File: config.mk
export PLATFORM = sky130hd
export DESIGN_NAME = lidar_sector_steering
export DESIGN_NICKNAME = d
export VERILOG_FILES = /design/src/lss_pkg.sv /design/src/lidar_sector_steering.sv /design/src/lss_front.sv /design/src/lss_queue.sv /design/src/lss_back.sv
export SDC_FILE = /design/constraint.sdc
export NUM_CORES = 1
export LEC_CHECK = 0
export ABC_CLOCK_PERIOD_IN_PS = 7200
export BUFFER_PORTS_ARGS = -buffer_cell sky130_fd_sc_hd__buf_2
export CAP_MARGIN = 20
export CORE_ASPECT_RATIO = 2
export CORE_MARGIN = 3
export CORE_UTILIZATION = 40
export DETAILED_ROUTE_END_ITERATION = 16
export PLACE_DENSITY = 0.54
export SLEW_MARGIN = 5
export SYNTH_ARGS = -nofsm -noshare
export SYNTH_HDL_FRONTEND = slang
export SYNTH_SLANG_ARGS = --single-unit
File: constraint.sdc
create_clock -name clock -period 7.2 [get_ports clock]
set_input_delay 0 -clock clock [delete_from_list [all_inputs] [get_ports clock]]
set_output_delay 0 -clock clock [all_outputs]
set_load 0.005 [all_outputs]
File: src/lss_pkg.sv
package lss_pkg;

   localparam int SCAN_SAMPLES = 2000;
   localparam int IDX_W        = 11;
   localparam int RANGE_W      = 16;
   localparam int SPEED_W      = 8;
   localparam int CSR_IDX_W    = 3;

   localparam logic [IDX_W-1:0] IDX_MAX = {IDX_W{1'b1}};

   // wall windows
   localparam logic [IDX_W-1:0] LEFT_A_HI  = IDX_W'(46);
   localparam logic [IDX_W-1:0] LEFT_B_LO  = IDX_W'(1825);
   localparam logic [IDX_W-1:0] LEFT_B_HI  = IDX_W'(1976);
   localparam logic [IDX_W-1:0] FRONT_LO   = IDX_W'(1189);
   localparam logic [IDX_W-1:0] FRONT_HI   = IDX_W'(1549);
   localparam logic [IDX_W-1:0] RIGHT_LO   = IDX_W'(824);
   localparam logic [IDX_W-1:0] RIGHT_HI   = IDX_W'(876);

   // crash sectors
   localparam logic [IDX_W-1:0] EDGE_A_HI  = IDX_W'(47);
   localparam logic [IDX_W-1:0] WIDE_HI    = IDX_W'(582);
   localparam logic [IDX_W-1:0] SIDE_HI    = IDX_W'(912);
   localparam logic [IDX_W-1:0] NEAR_HI    = IDX_W'(1802);
   localparam logic [IDX_W-1:0] SCAN_LAST  = IDX_W'(SCAN_SAMPLES - 1);

   // probes
   localparam logic [IDX_W-1:0] RIGHT_PROBE_IDX = IDX_W'(820);
   localparam logic [IDX_W-1:0] LEFT_PROBE_IDX  = IDX_W'(1890);

   // recovery quadrants
   localparam logic [IDX_W-1:0] BACK_LO    = IDX_W'(1890);
   localparam logic [IDX_W-1:0] BACK_HI    = IDX_W'(SCAN_SAMPLES);
   localparam logic [IDX_W-1:0] BACK_LOW_HI = IDX_W'(820);
   localparam logic [IDX_W-1:0] RSIDE_LO   = IDX_W'(300);
   localparam logic [IDX_W-1:0] RSIDE_HI   = IDX_W'(1361);

   // wall flag bits
   localparam int WALL_LEFT  = 0;
   localparam int WALL_FRONT = 1;
   localparam int WALL_RIGHT = 2;

   // speeds in hundredths
   localparam logic signed [SPEED_W-1:0] V_FULL_POS  = SPEED_W'(100);
   localparam logic signed [SPEED_W-1:0] V_FULL_NEG  = -SPEED_W'(100);
   localparam logic signed [SPEED_W-1:0] V_CRUISE    = SPEED_W'(50);
   localparam logic signed [SPEED_W-1:0] V_SLOW      = SPEED_W'(30);
   localparam logic signed [SPEED_W-1:0] V_ZERO      = SPEED_W'(0);
   localparam logic signed [SPEED_W-1:0] W_OPEN      = -SPEED_W'(77);
   localparam logic signed [SPEED_W-1:0] W_LEFT_WALL = -SPEED_W'(65);
   localparam logic signed [SPEED_W-1:0] W_FRONT     = SPEED_W'(50);

   // queue between front and back, depth a power of two
   localparam int QUEUE_DEPTH = 2;
   localparam int QUEUE_AW    = $clog2(QUEUE_DEPTH);
   localparam int QUEUE_CW    = $clog2(QUEUE_DEPTH + 1);

   typedef enum logic [CSR_IDX_W-1:0] {
      REG_WALL_THRESHOLD = 3'd0,
      REG_SIDE_CLOSE     = 3'd1,
      REG_CRASH_WIDE     = 3'd2,
      REG_CRASH_EDGE     = 3'd3,
      REG_CRASH_SIDE     = 3'd4,
      REG_CRASH_NEAR     = 3'd5
   } reg_index_type;

   typedef struct packed {
      logic [RANGE_W-1:0] wall_threshold_mm;
      logic [RANGE_W-1:0] side_close_mm;
      logic [RANGE_W-1:0] crash_wide_mm;
      logic [RANGE_W-1:0] crash_edge_mm;
      logic [RANGE_W-1:0] crash_side_mm;
      logic [RANGE_W-1:0] crash_near_mm;
   } cfg_type;

   // one finished scan, as handed from front to back
   typedef struct packed {
      logic             crash;
      logic [2:0]       walls;
      logic             right_close;
      logic             left_close;
      logic [IDX_W-1:0] min_position;
   } summary_type;

   typedef struct packed {
      logic full;
      logic empty;
   } queue_status_type;

endpackage

File: src/lidar_sector_steering.sv
// channel  | direction | handshake             | payload
// ---------+-----------+-----------------------+------------------------------------
// req_     | in        | req_valid / req_stall | range_mm, end_of_scan
// rsp_     | out       | rsp_valid / rsp_stall | linear_speed, turn_rate, crash_seen,
//          |           |                       | nearest_index, last_result
// csr_     | in        | csr_valid / csr_ready | index, wdata (ready always high)
//
// One sample is taken each cycle while req_stall is low; all per-sample compares
// and the running minimum sit in a single front stage. An end-of-scan beat pushes
// a scan summary into a two-entry queue; the back end registers its result beats.
// With rsp_stall low it gives one beat a cycle: two for a crash scan, else one.
// req_stall rises only while the queue is full. Reset is synchronous and clears
// scan state, queue and output valid; registers return to their reset values.
module lidar_sector_steering (
   input  logic                               clock,
   input  logic                               reset,
   input  logic                               req_valid,
   output logic                               req_stall,
   input  logic [lss_pkg::RANGE_W-1:0]        req_range_mm,
   input  logic                               req_end_of_scan,
   output logic                               rsp_valid,
   input  logic                               rsp_stall,
   output logic signed [lss_pkg::SPEED_W-1:0] rsp_linear_speed,
   output logic signed [lss_pkg::SPEED_W-1:0] rsp_turn_rate,
   output logic                               rsp_crash_seen,
   output logic [lss_pkg::IDX_W-1:0]          rsp_nearest_index,
   output logic                               rsp_last_result,
   input  logic                               csr_valid,
   output logic                               csr_ready,
   input  logic [lss_pkg::CSR_IDX_W-1:0]      csr_index,
   input  logic [lss_pkg::RANGE_W-1:0]        csr_wdata
);

   lss_pkg::cfg_type           cfg_ff;
   lss_pkg::queue_status_type  q_status;
   lss_pkg::summary_type       push_data;
   lss_pkg::summary_type       pop_data;
   logic                       q_push;
   logic                       q_pop;

   assign csr_ready = 1'b1;

   always_ff @(posedge clock) begin
      if (reset) begin
         cfg_ff.wall_threshold_mm <= lss_pkg::RANGE_W'(550);
         cfg_ff.side_close_mm     <= lss_pkg::RANGE_W'(250);
         cfg_ff.crash_wide_mm     <= lss_pkg::RANGE_W'(300);
         cfg_ff.crash_edge_mm     <= lss_pkg::RANGE_W'(250);
         cfg_ff.crash_side_mm     <= lss_pkg::RANGE_W'(240);
         cfg_ff.crash_near_mm     <= lss_pkg::RANGE_W'(200);
      end else if (csr_valid && csr_ready) begin
         unique case (csr_index)
            lss_pkg::REG_WALL_THRESHOLD: cfg_ff.wall_threshold_mm <= csr_wdata;
            lss_pkg::REG_SIDE_CLOSE:     cfg_ff.side_close_mm     <= csr_wdata;
            lss_pkg::REG_CRASH_WIDE:     cfg_ff.crash_wide_mm     <= csr_wdata;
            lss_pkg::REG_CRASH_EDGE:     cfg_ff.crash_edge_mm     <= csr_wdata;
            lss_pkg::REG_CRASH_SIDE:     cfg_ff.crash_side_mm     <= csr_wdata;
            lss_pkg::REG_CRASH_NEAR:     cfg_ff.crash_near_mm     <= csr_wdata;
            default:                     cfg_ff <= cfg_ff;
         endcase
      end
   end

   lss_front u_front (
      .clock           (clock),
      .reset           (reset),
      .cfg             (cfg_ff),
      .req_valid       (req_valid),
      .req_stall       (req_stall),
      .req_range_mm    (req_range_mm),
      .req_end_of_scan (req_end_of_scan),
      .q_status        (q_status),
      .q_push          (q_push),
      .q_data          (push_data)
   );

   lss_queue u_queue (
      .clock     (clock),
      .reset     (reset),
      .push      (q_push),
      .push_data (push_data),
      .pop       (q_pop),
      .pop_data  (pop_data),
      .status    (q_status)
   );

   lss_back u_back (
      .clock             (clock),
      .reset             (reset),
      .q_status          (q_status),
      .q_data            (pop_data),
      .q_pop             (q_pop),
      .rsp_valid         (rsp_valid),
      .rsp_stall         (rsp_stall),
      .rsp_linear_speed  (rsp_linear_speed),
      .rsp_turn_rate     (rsp_turn_rate),
      .rsp_crash_seen    (rsp_crash_seen),
      .rsp_nearest_index (rsp_nearest_index),
      .rsp_last_result   (rsp_last_result)
   );

endmodule

File: src/lss_front.sv
module lss_front (
   input  logic                           clock,
   input  logic                           reset,
   input  lss_pkg::cfg_type               cfg,
   input  logic                           req_valid,
   output logic                           req_stall,
   input  logic [lss_pkg::RANGE_W-1:0]    req_range_mm,
   input  logic                           req_end_of_scan,
   input  lss_pkg::queue_status_type      q_status,
   output logic                           q_push,
   output lss_pkg::summary_type           q_data
);

   logic [lss_pkg::IDX_W-1:0]   count_ff, count_in;
   logic [2:0]                  walls_ff, walls_in;
   logic                        crash_ff, crash_in;
   logic [lss_pkg::RANGE_W-1:0] min_ff, min_in;
   logic [lss_pkg::IDX_W-1:0]   minpos_ff, minpos_in;
   logic [lss_pkg::RANGE_W-1:0] rprobe_ff, rprobe_in;
   logic [lss_pkg::RANGE_W-1:0] lprobe_ff, lprobe_in;
   logic [lss_pkg::RANGE_W-1:0] thr;
   logic                        thr_valid;
   logic                        below_wall;
   logic                        accept;

   assign req_stall = q_status.full;
   assign accept    = req_valid && !req_stall;
   assign q_push    = accept && req_end_of_scan;

   always_comb begin
      below_wall = req_range_mm < cfg.wall_threshold_mm;
      walls_in   = walls_ff;
      if (below_wall) begin
         if (count_ff <= lss_pkg::LEFT_A_HI ||
             (count_ff >= lss_pkg::LEFT_B_LO && count_ff <= lss_pkg::LEFT_B_HI)) begin
            walls_in[lss_pkg::WALL_LEFT] = 1'b1;
         end
         if (count_ff >= lss_pkg::FRONT_LO && count_ff <= lss_pkg::FRONT_HI) begin
            walls_in[lss_pkg::WALL_FRONT] = 1'b1;
         end
         if (count_ff >= lss_pkg::RIGHT_LO && count_ff <= lss_pkg::RIGHT_HI) begin
            walls_in[lss_pkg::WALL_RIGHT] = 1'b1;
         end
      end

      // sector threshold; sample 0 and samples past the scan length never crash
      thr       = '0;
      thr_valid = 1'b1;
      priority if (count_ff == '0) begin
         thr_valid = 1'b0;
      end else if (count_ff <= lss_pkg::EDGE_A_HI) begin
         thr = cfg.crash_edge_mm;
      end else if (count_ff <= lss_pkg::WIDE_HI) begin
         thr = cfg.crash_wide_mm;
      end else if (count_ff <= lss_pkg::SIDE_HI) begin
         thr = cfg.crash_side_mm;
      end else if (count_ff <= lss_pkg::NEAR_HI) begin
         thr = cfg.crash_near_mm;
      end else if (count_ff <= lss_pkg::SCAN_LAST) begin
         thr = cfg.crash_edge_mm;
      end else begin
         thr_valid = 1'b0;
      end
      crash_in = crash_ff || (thr_valid && req_range_mm < thr);

      // first minimum wins
      if (count_ff == '0 || req_range_mm < min_ff) begin
         min_in    = req_range_mm;
         minpos_in = count_ff;
      end else begin
         min_in    = min_ff;
         minpos_in = minpos_ff;
      end

      rprobe_in = (count_ff == lss_pkg::RIGHT_PROBE_IDX) ? req_range_mm : rprobe_ff;
      lprobe_in = (count_ff == lss_pkg::LEFT_PROBE_IDX) ? req_range_mm : lprobe_ff;
      count_in  = (count_ff != lss_pkg::IDX_MAX) ? count_ff + 1'b1 : count_ff;

      q_data.crash        = crash_in;
      q_data.walls        = walls_in;
      q_data.right_close  = rprobe_in < cfg.side_close_mm;
      q_data.left_close   = lprobe_in < cfg.side_close_mm;
      q_data.min_position = minpos_in;
   end

   always_ff @(posedge clock) begin
      if (reset || (accept && req_end_of_scan)) begin
         count_ff  <= '0;
         walls_ff  <= '0;
         crash_ff  <= 1'b0;
         min_ff    <= '1;
         minpos_ff <= '0;
         rprobe_ff <= '1;
         lprobe_ff <= '1;
      end else if (accept) begin
         count_ff  <= count_in;
         walls_ff  <= walls_in;
         crash_ff  <= crash_in;
         min_ff    <= min_in;
         minpos_ff <= minpos_in;
         rprobe_ff <= rprobe_in;
         lprobe_ff <= lprobe_in;
      end
   end

endmodule

File: src/lss_queue.sv
module lss_queue (
   input  logic                        clock,
   input  logic                        reset,
   input  logic                        push,
   input  lss_pkg::summary_type        push_data,
   input  logic                        pop,
   output lss_pkg::summary_type        pop_data,
   output lss_pkg::queue_status_type   status
);

   lss_pkg::summary_type                 store_ff [lss_pkg::QUEUE_DEPTH];
   logic [lss_pkg::QUEUE_AW-1:0]         wr_ptr_ff;
   logic [lss_pkg::QUEUE_AW-1:0]         rd_ptr_ff;
   logic [lss_pkg::QUEUE_CW-1:0]         count_ff;
   logic                                 do_push;
   logic                                 do_pop;

   assign status.full  = count_ff == lss_pkg::QUEUE_CW'(lss_pkg::QUEUE_DEPTH);
   assign status.empty = count_ff == '0;
   assign do_push      = push && !status.full;
   assign do_pop       = pop && !status.empty;
   assign pop_data     = store_ff[rd_ptr_ff];

   always_ff @(posedge clock) begin
      if (do_push) begin
         store_ff[wr_ptr_ff] <= push_data;
      end
   end

   always_ff @(posedge clock) begin
      if (reset) begin
         wr_ptr_ff <= '0;
         rd_ptr_ff <= '0;
         count_ff  <= '0;
      end else begin
         if (do_push) begin
            wr_ptr_ff <= wr_ptr_ff + 1'b1;
         end
         if (do_pop) begin
            rd_ptr_ff <= rd_ptr_ff + 1'b1;
         end
         unique case ({do_push, do_pop})
            2'b10:   count_ff <= count_ff + 1'b1;
            2'b01:   count_ff <= count_ff - 1'b1;
            default: count_ff <= count_ff;
         endcase
      end
   end

endmodule

File: src/lss_back.sv
module lss_back (
   input  logic                               clock,
   input  logic                               reset,
   input  lss_pkg::queue_status_type          q_status,
   input  lss_pkg::summary_type               q_data,
   output logic                               q_pop,
   output logic                               rsp_valid,
   input  logic                               rsp_stall,
   output logic signed [lss_pkg::SPEED_W-1:0] rsp_linear_speed,
   output logic signed [lss_pkg::SPEED_W-1:0] rsp_turn_rate,
   output logic                               rsp_crash_seen,
   output logic [lss_pkg::IDX_W-1:0]          rsp_nearest_index,
   output logic                               rsp_last_result
);

   logic                               valid_ff;
   logic                               recover_sent_ff;
   logic signed [lss_pkg::SPEED_W-1:0] lin_ff, lin_in;
   logic signed [lss_pkg::SPEED_W-1:0] turn_ff, turn_in;
   logic                               crash_ff;
   logic [lss_pkg::IDX_W-1:0]          nearest_ff;
   logic                               last_ff, last_in;
   logic                               load;
   logic                               back_q, right_q;

   assign load = (!valid_ff || !rsp_stall) && !q_status.empty;
   // a crash scan stays queued until its stop beat is loaded
   assign q_pop = load && (!q_data.crash || recover_sent_ff);

   always_comb begin
      back_q = (q_data.min_position >= lss_pkg::BACK_LO &&
                q_data.min_position <= lss_pkg::BACK_HI) ||
               q_data.min_position <= lss_pkg::BACK_LOW_HI;
      right_q = q_data.min_position >= lss_pkg::RSIDE_LO &&
                q_data.min_position <= lss_pkg::RSIDE_HI;
      lin_in  = lss_pkg::V_ZERO;
      turn_in = lss_pkg::V_ZERO;
      last_in = 1'b1;
      if (q_data.crash) begin
         if (!recover_sent_ff) begin
            lin_in  = back_q ? lss_pkg::V_FULL_POS : lss_pkg::V_FULL_NEG;
            turn_in = right_q ? lss_pkg::V_FULL_POS : lss_pkg::V_FULL_NEG;
            last_in = 1'b0;
         end
      end else begin
         unique case (q_data.walls)
            3'b000: begin
               lin_in  = lss_pkg::V_CRUISE;
               turn_in = lss_pkg::W_OPEN;
            end
            3'b001: begin
               lin_in  = lss_pkg::V_CRUISE;
               turn_in = lss_pkg::W_LEFT_WALL;
            end
            3'b100, 3'b101: begin
               lin_in  = lss_pkg::V_CRUISE;
               turn_in = lss_pkg::V_ZERO;
            end
            default: begin
               lin_in  = lss_pkg::V_ZERO;
               turn_in = lss_pkg::W_FRONT;
            end
         endcase
         // left probe wins when both are close
         priority if (q_data.left_close) begin
            lin_in  = lss_pkg::V_SLOW;
            turn_in = lss_pkg::V_FULL_NEG;
         end else if (q_data.right_close) begin
            lin_in  = lss_pkg::V_SLOW;
            turn_in = lss_pkg::V_FULL_POS;
         end else begin
            lin_in  = lin_in;
         end
      end
   end

   always_ff @(posedge clock) begin
      if (reset) begin
         valid_ff        <= 1'b0;
         recover_sent_ff <= 1'b0;
      end else if (!valid_ff || !rsp_stall) begin
         valid_ff <= !q_status.empty;
         if (load) begin
            recover_sent_ff <= q_data.crash && !recover_sent_ff;
         end
      end
   end

   always_ff @(posedge clock) begin
      if (load) begin
         lin_ff     <= lin_in;
         turn_ff    <= turn_in;
         crash_ff   <= q_data.crash;
         nearest_ff <= q_data.min_position;
         last_ff    <= last_in;
      end
   end

   assign rsp_valid         = valid_ff;
   assign rsp_linear_speed  = lin_ff;
   assign rsp_turn_rate     = turn_ff;
   assign rsp_crash_seen    = crash_ff;
   assign rsp_nearest_index = nearest_ff;
   assign rsp_last_result   = last_ff;

endmodule

Word-level counts from Yosys, hierarchy flattened:

Memory sizes are Yosys's and may differ from the RTL's. A register that Yosys moved wholly into a read port is not among the register bits.
Cells that the tools add are included.

* bits of input ports: 41
* bits in registers: 205
* memories: 1
* logic and storage cells: 144
* output and inout bits: 32
* RAM bits: 34
* bits in latches: 0
* ROM bits: 0

* eq/ne operators: 14
* mux-type cells: 37
* shift operators: 0
* bitwise logic cells: 0
* $add $sub $neg: 5
* div/mod/pow operators: 0
* $lt $le $gt $ge: 22
* reduce and logical (&&, ||, !) cells: 42
* $mul: 0

Memories
* u_queue.store_ff: words 2, width 17, read ports 1, clocked after Yosys merged registers in 1, write ports 1, line lss_queue.sv:11 `lss_pkg::summary_type store_ff [lss_pkg::QUEUE_DEPTH];`

Operators by type and width (count)
* 2-to-1 mux 16 bit: 8
* < comparator 16 bit: 5
* 2-to-1 mux 8 bit: 9
* less-or-equal comparator 11 bit, second input constant: 6
* less-or-equal comparator 11 x 10 -> 1 bit, second input constant: 4
* greater-or-equal comparator 11 bit, second input constant: 3
* case mux 8 bit (3 select lines): 1
* less-or-equal comparator 11 x 6 -> 1 bit, second input constant: 2
* AND reduction 2 bit: 9
* 2-to-1 mux 1 bit: 14
* logical AND 1 bit: 13
* == test 3 bit, second input constant: 4
* 2-to-1 mux 6 bit: 2
* adder 11 x 1 -> 11 bit, second input constant: 1
* == test 11 x 10 -> 1 bit, second input constant: 1
* == test 11 bit, second input constant: 1
* greater-or-equal comparator 11 x 10 -> 1 bit, second input constant: 1
* greater-or-equal comparator 11 x 9 -> 1 bit, second input constant: 1
* zero test 11 bit: 1
* 2-to-1 mux 11 bit: 1
* != test 11 bit, second input constant: 1
* logical OR 1 bit: 7
* == test 3 x 1 -> 1 bit, second input constant: 2
* == test 3 x 2 -> 1 bit, second input constant: 2
* 13 further kinds: 21

Logic depth before layout (Yosys ltp):

Gate-level depths: netlist of the first run.

* word-level depth: 10
* depth in mapped cells: 17
* depth with buffers taken out: 14

Hierarchy:

From an unflattened synthesis of the first run, not the netlist that was laid out.

* cells, all modules: 1315
* area, all modules: 12934.9 µm²

Modules (own cells, without submodules)
* lss_front: seq. area each 1481.4 µm², times used 1, area each 6416.2 µm², cells each 793
* lidar_sector_steering: seq. area each 1921.8 µm², times used 1, area each 3779.9 µm², cells each 347
* lss_queue: seq. area each 1121.1 µm², times used 1, area each 1446.4 µm², cells each 79
* lss_back: seq. area each 880.8 µm², times used 1, area each 1292.5 µm², cells each 96

Least setup slack after synthesis of the first run:

OpenSTA, ideal clock, no wires.

* path kind: flip-flop to flip-flop
* from: reg u_front.count_ff[0] (netlist bit)
* to: reg u_front.crash_ff
* path buffers: 3
* setup slack: 3207 ps
* clock period less this slack: 3993 ps
* arrival: 3918 ps
* required time: 7125 ps
* library setup time: 75 ps
* cell stages (with the launch flop): 18
* cells stage by stage: dfxtp_1 -> clkbuf_1 -> inv_1 -> ha_1 -> a211oi_1 -> or2_2 -> clkbuf_1 -> clkbuf_1 -> nor2_1 -> o311ai_0 -> o211ai_1 -> ha_1 -> a211oi_1 -> nor2_1 -> a2111oi_0 -> o211ai_1 -> or4_1 -> o22ai_1

* longest elaborated chain between the ends: 10
* elaborated cells between the ends (all ways): 21
* those cells by class: order compare: 6; mux: 12; reduce/logical: 3

Ends and longest elaborated chain
* start: declaration: line lss_front.sv:14 `logic [lss_pkg::IDX_W-1:0] count_ff, count_in;`
* start signal: assignment: line lss_front.sv:96 `count_ff <= count_in;`
* less-or-equal comparator 11 bit: line lss_front.sv:59 `end else if (count_ff <= lss_pkg::SCAN_LAST) begin`
* 2-to-1 mux 16 bit: line lss_front.sv:59
* 2-to-1 mux 16 bit: line lss_front.sv:57 `end else if (count_ff <= lss_pkg::NEAR_HI) begin`
* 2-to-1 mux 16 bit: line lss_front.sv:55 `end else if (count_ff <= lss_pkg::SIDE_HI) begin`
* 2-to-1 mux 16 bit: line lss_front.sv:53 `end else if (count_ff <= lss_pkg::WIDE_HI) begin`
* 2-to-1 mux 16 bit: line lss_front.sv:51 `end else if (count_ff <= lss_pkg::EDGE_A_HI) begin`
* 2-to-1 mux 16 bit: line lss_front.sv:49 `priority if (count_ff == '0) begin`
* < comparator 16 bit: line lss_front.sv:64 `crash_in = crash_ff || (thr_valid && req_range_mm < thr);`
* logical AND 1 bit *: line lss_front.sv:64
* logical OR 1 bit *: line lss_front.sv:64
* end signal: assignment: line lss_front.sv:98 `crash_ff <= crash_in;`
* end: declaration: line lss_front.sv:16 `logic crash_ff, crash_in;`

Mark *: on every way between the ends. The rest lies on a longest branch, timed or not.
A chain may end at the register's enable or synchronous reset.

Worst setup path in the final report of the first run:

* from: reg u_front.count_ff[3] (netlist bit)
* to: reg u_front.crash_ff

Same word-level chain as after synthesis.

==> results.yml, run 1 <==
synth:
  yosysMostFrequentCell: "nand2_1"
  yosysWarnings: 0
  synth-async-reset-ratio_pct: 0
  synth_cell_types: 74
  ys_seq_area_share_pct: 43.7
  synthTopCellsByCount: "nand2_1, dfxtp_1, a21oi_1"
  syn_inst: 1402
  ys_top_cells_by_area: "dfxtp_1, edfxtp_1, nand2_1, ha_1, mux2_2"
  synth_edf_count: 62
  avgSynthCellArea_sq_um: 8.83
  synthesis.nets: 1523
  synth.top_cell.area_share_pct: 28.6
  synth_flop_cell: "dfxtp_1"
  syn-cell-area_sq_um: 12400
  synth_top_area_cell: "dfxtp_1"
  synth_seq_cells: 239
sta:
  tightest_slew_ns: 1.06
  setup_tns_ns: 0
  slew_violations: 0
  setup_viol: 0
  finClkSkew_ns: 0.0138
  rsz0062_at_grt: "false"
  fin_crit_sh_pct: 59.4
  hold_violations: 0
  period_needed_ns: 4.27
  max_freq_mhz: 234
  max_slew_margin_pct: 29.6
place:
  port_buffers: 70
  place_congestion: 0.922
  dpl_cell_area_sq_um: 12900
  hpwl_um: 27300
cts:
  htree_levels: 1
  clk-insertion-delay-late_ns: 0.53
  clockRootBuffer: "clkbuf_16"
  clock_sinks: 239
  cts_buffers: 23
  cts_tree: "built"
  clockBufferDepth: 3
  clk_pin_slew_ns: 0.07
global_routing:
  overflow: 0
  grt_pass1_wl_um: 56800
  grt_use_met2_pct: 44.2
  grt_use_met1_pct: 21.8
  grt_max_degree: 81
  grt_antenna_before_repair: 0
  grt_pass1_vias: 10200
  gr-usage-met3_pct: 2.54
  grt-busiest-layer: "met2"
  grt_use_total_pct: 22.2
detailed_routing:
  vias_per_cell: 5.61
  drc: 0
  drtAntennaViolNets: 0
  drt_first_pass_iters: 5
  vias: 10400
  wirelength_um: 37000
  drt-initial-drc-count: 492
  drt-wirelength-per-cell_um: 20.0
floorplan:
  core_sq_um: 30300
  io_pins: 73
  start_util_pct: 40.9
  num_rows: 90
  chipWidth_um: 130
  die_h_um: 255
  die-area_sq_um: 33200
flow_run:
  cap_violations: 0
power:
  leakage_nw: 5.55
  p_per_area_nw_per_um2: 267
  ir_drop_uv: 180
final_layout:
  drive_gt1_share_pct: 13.0
  finish.utilization_pct: 46.8
  fin_nets: 1586
  fin_area_sq_um: 14200
  area_delta_synth_final_pct: 14.5
  n_antenna_cell: 0
outcome:
  outcome: "complete, no violations"
worst_hold_path:
  hold_path_class: "in2reg"
critical_path:
  timing.critical_path.to_type: "flop"
  cp.required_ns: 7.65
  worstSetupStartpointType: "flop"
  worst-setup-path-type: "reg2reg"
  arrival_ns: 4.73
  path_max_fanout: 15
## kinds of logic after synthesis
kind of cell	share of synthesized area, %
DFF	43.7
and+or+nand+nor	20.7
AOI/OAI and AO/OA	16.1
other	0.0607
adders and majority gates	8.08
buffers and inverters	5.20
xor gates and xnor gates	0.920
muxes	5.25
## timing repair
item                      CTS  global route
resized for setup           0             0
setup buffers               0             0
hold buffers               40             0
hold endpoints to repair  135             0
## flip-flops by register name, indices dropped and copies added, names as in the netlist, 2 cells and up, named ones only
name / flops
u_back.rsp_nearest_index: 11
u_front.min_ff: 16
u_front.count_ff: 11
u_front.rprobe_ff: 16
cfg_ff: 96
u_front.lprobe_ff: 16
u_queue.count_ff: 2
u_back.rsp_linear_speed: 7
u_back.rsp_turn_rate: 8
u_queue.store_ff: 34
u_front.minpos_ff: 11
u_front.walls_ff: 3
## per-layer routing
layer,vias to the layer above,wire length [um]
met2,254,20800
met1,4925,13000
met5,-,0
met3,98,1250
li1,5085,-
met4,0,1930
## final timing paths
path                            slack (ns)                 from  cells past startpoint               end
worst max-delay path                  2.93  u_front.count_ff[3]                     13  u_front.crash_ff
worst min-delay path                  0.02         csr_index[2]                      6        cfg_ff[49]
worst max register to register        2.93  u_front.count_ff[3]                     13  u_front.crash_ff
worst min register to register        0.45           cfg_ff[77]                      2        cfg_ff[77]
## stage by stage
stage | std cells | worst slack [ns] | hold WS [ns] | total power [W]
finish | 1848 | 2.93 | 0.0218 | 0.00378
global route | 1848 | 2.29 | 0.0675 | 0.00397
CTS | 1846 | 2.89 | 0.00130 | 0.00382
detailed placement | 1766 | 2.94 | 0.291 | 0.00246
global placement | 1765 | 2.93 | 0.281 | 0.00244
floorplan | 1402 | 3.21 | 0.118 | 0.00218
## power breakdown
part           switching [W]  total [W]  internal, W
registers          0.0000525    0.00162      0.00157
clock network       0.000538    0.00135     0.000809
logic               0.000507   0.000815     0.000309
## worst max-delay path, stage by stage (launching register included)
cell       delay, ns
dfxtp_1         0.61
nand4_1         0.26
o31ai_1         0.46
nand2_1         0.43
a311oi_1        0.37
o311ai_0        0.17
o211ai_1        0.14
ha_1            0.27
a211oi_1        0.23
nor2_1          0.07
a2111oi_0       0.38
o211ai_1        0.19
or4_1           0.50
o22ai_1         0.12
## cell usage in the layout (no fill, tap or decap), types with 19 or more instances in the layout
| cell type | instances |
|---|---|
| nor3_1 | 31 |
| nand2_1 | 301 |
| ha_1 | 80 |
| dfxtp_1 | 177 |
| o21ai_0 | 30 |
| nand3b_1 | 19 |
| mux2_2 | 47 |
| nor2_1 | 72 |
| o211ai_1 | 21 |
| edfxtp_1 | 62 |
| inv_1 | 64 |
| nor2b_1 | 22 |
| dlygate4sd3_1 | 40 |
| nand3_1 | 56 |
| a31oi_1 | 19 |
| clkbuf_16 | 24 |
| a21oi_1 | 98 |
| buf_2 | 69 |
## final cells by class
class / instances / area [sq um]
multi-input cells: 1011 / 6370
repair buffers: 126 / 877
clock inverters: 11 / 183
inverters: 64 / 240
flip-flops and latches: 239 / 5410
clock buffers: 29 / 641
fillers: 2960 / 16100
well taps: 368 / 460
(Power assumes the default switching activity.)
==> inputs of run 2 (changes only) <==
--- a/config.mk
+++ b/config.mk
@@ -5,7 +5,7 @@
 export SDC_FILE = /design/constraint.sdc
 export NUM_CORES = 1
 export LEC_CHECK = 0
-export ABC_CLOCK_PERIOD_IN_PS = 7200
+export ABC_CLOCK_PERIOD_IN_PS = 4000
 export BUFFER_PORTS_ARGS = -buffer_cell sky130_fd_sc_hd__buf_2
 export CAP_MARGIN = 20
 export CORE_ASPECT_RATIO = 2
==> constraint.sdc (replaced) <==
create_clock -name clock -period 4 [get_ports clock]
set_input_delay 0 -clock clock [delete_from_list [all_inputs] [get_ports clock]]
set_output_delay 0 -clock clock [all_outputs]
set_load 0.005 [all_outputs]
==> run 2 against run 1 <==
  * Sequential power rose by 81%
  * Sequential cell count did not move
  * Via count fell by 0.29%
  * Power rose by 78%
  * Combinational power rose by 82%
  * Die area did not move
  * Final cell count rose by 1.8%
  * First-iteration DRC count fell by 26%
  * Clock-buffer cell count rose by 3
  * Cell area rose by 1.9%
  * Critical path type unchanged
  * Largest cell class unchanged
==> results.yml, run 2 (synthesis results as in run 1) <==
floorplan:
  die-area_sq_um: 33200
  num_rows: 90
  core_sq_um: 30300
  chipWidth_um: 130
  die_h_um: 255
  start_util_pct: 40.9
  io_pins: 73
power:
  leakage_nw: 5.69
  ir_drop_uv: 362
  p_int_w: 0.00470
  p_per_area_nw_per_um2: 467
  clkPwrFrac_pct: 34.5
  power.share.sequential_pct: 43.5
  switchingPower_w: 0.00204
  pwr-share-comb_pct: 22.0
  p_sw_share_pct: 30.3
final_layout:
  largest_register_ffs: 96
  largest_register: "cfg_ff"
  finish.utilization_pct: 47.7
  reg_top3: "cfg_ff x96, u_queue.store_ff x34"
  layout_common_cells: "nand2_1, dfxtp_1, a21oi_1"
  fin_area_sq_um: 14400
  area_delta_synth_final_pct: 16.6
  n_fill_cell: 2901
  final_common_cell: "nand2_1"
  n_antenna_cell: 0
  ff_latch_area_sq_um: 5410
  drive_gt1_share_pct: 15.4
  fin_nets: 1617
  fin_cells: 1882
  multi_input_area_sq_um: 6400
cts:
  htree_levels: 1
  cts_buffers: 24
  clk_pin_slew_ns: 0.07
  clockBufferDepth: 3
  clk-insertion-delay-late_ns: 0.55
  clockRootBuffer: "clkbuf_16"
  cts_tree: "built"
  clock_sinks: 239
place:
  port_buffers: 70
  hpwl_um: 28300
  place_inst: 1800
  place_congestion: 0.916
  dpl_cell_area_sq_um: 13200
sta:
  setup_viol: 0
  slew_violations: 0
  period_needed_ns: 3.82
  tightest_slew_ns: 0.991
  max_slew_margin_pct: 33.8
  fin_crit_sh_pct: 95.6
  rsz0062_at_grt: "true"
  max_freq_mhz: 261
  timing.hold.ws_ns: 0.0620
  finClkSkew_ns: 0.0111
  hold_violations: 0
worst_hold_path:
  hold_path_class: "in2reg"
  hp-start: "req_valid"
flow_run:
  cap_violations: 0
critical_path:
  timing.critical_path.to_type: "flop"
  path_cells: "or4_4, o2bb2ai_2, buf_4, nor2b_1, a311oi_1, o311ai_0, o211ai_1, ha_1, o21ai_0, nor2_1, a2111oi_2, o211ai_1, or4_1, o22ai_1"
  slowest_delay_ns: 0.57
  crit_slowest_cell: "or4_4"
  crit_buf_inv: 1
  worstSetupStartpointType: "flop"
  cp_common_cell: "o211ai_1"
  crit_family: "compound AO/OA/AOI/OAI gates"
  cp-startpoint: "u_front.count_ff[6]"
  cp.required_ns: 4.48
  path_max_fanout: 18
  arrival_ns: 4.30
  reg2reg_from: "u_front.count_ff[6]"
  worst-setup-path-type: "reg2reg"
detailed_routing:
  drc: 0
  wirelength_um: 37300
  drtAntennaViolNets: 0
  drt-initial-drc-count: 364
  vias_per_cell: 5.49
  drt-wirelength-per-cell_um: 19.8
  vias: 10300
  drt_first_pass_iters: 5
global_routing:
  grt_antenna_before_repair: 0
  grt_pass1_wl_um: 57200
  grt_max_degree: 88
  overflow: 0
  grt_pass1_vias: 10300
  grt_use_total_pct: 22.5
outcome:
  outcome: "complete, no violations"
[run 2: changes by cell type in the layout (fill, tap and decap cells not counted), moves of 2 or more]
cell           before  now
buf_4              16   46
clkbuf_8            2    4
clkinv_4            0    2
dlygate4sd3_1      40   38
inv_6               0    2
buf_12              0    3
bufinv_16           5    1
clkinvlp_4          1    5
[run 2: power groups by stage]
stage / Sequential (W) / Clock (W) / Combinational, W
after floorplan: 0.00298 / 0 / 0.000944
final: 0.00294 / 0.00233 / 0.00148
after detailed placement: 0.00299 / 0 / 0.00146
after global placement: 0.00299 / 0 / 0.00144
after CTS: 0.00294 / 0.00237 / 0.00150
after global routing: 0.00297 / 0.00246 / 0.00166
[run 2: area by class of cell]
class	count	share of cell area, %
well taps	368	3.19
repair buffers	156	7.83
clock buffers	32	4.79
clock inverters	12	0.780
flip-flops and latches	239	37.4
inverters	64	1.66
multi-input cells	1011	44.3
[run 2: timing repair]
| item | in CTS | in global routing |
|---|---|---|
| setup buffers | 0 | 0 |
| hold buffers | 38 | 0 |
| setup endpoints to repair | 2 | 3 |
| resized for setup | 1 | 5 |
| hold endpoints to repair | 144 | 0 |
[run 2: worst register-to-register path, stage by stage (launching register included)]
cell       delay, ns
dfxtp_1         0.40
or4_4           0.58
o2bb2ai_2       0.20
buf_4           0.22
nor2b_1         0.13
a311oi_1        0.05
o311ai_0        0.34
o211ai_1        0.16
ha_1            0.30
o21ai_0         0.08
nor2_1          0.07
a2111oi_2       0.37
o211ai_1        0.20
or4_1           0.51
o22ai_1         0.13
[run 2: metrics by stage]
| stage | power [W] | setup WS, ns | setup TNS [ns] |
|---|---|---|---|
| 3_3_place_gp | 0.00443 | 0.0822 | 0 |
| 5_1_grt | 0.00709 | -0.108 | -0.145 |
| 3_5_place_dp | 0.00445 | -0.0276 | -0.0552 |
| 6_report | 0.00675 | 0.176 | 0 |
| 2_1_floorplan | 0.00393 | 0.00733 | 0 |
| 4_1_cts | 0.00681 | 0.0926 | 0 |
[run 2: routing by layer]
| layer | vias up | part of all wire [%] | track usage (%) |
|---|---|---|---|
| li1 | 5141 | - | - |
| met1 | 4902 | 35 | 22.0 |
| met2 | 191 | 56 | 44.6 |
| met3 | 98 | 2.8 | 2.31 |
| met4 | 0 | 5.8 | 12.4 |
| met5 | - | 0 | 0 |
[run 2: final timing paths]
check	endpoint	slack (ns)	cells past startpoint
min	u_front.count_ff[1]	0.06	4
min reg2reg	u_front.minpos_ff[8]	0.46	2
max reg2reg	u_front.crash_ff	0.18	14
max	u_front.crash_ff	0.18	14
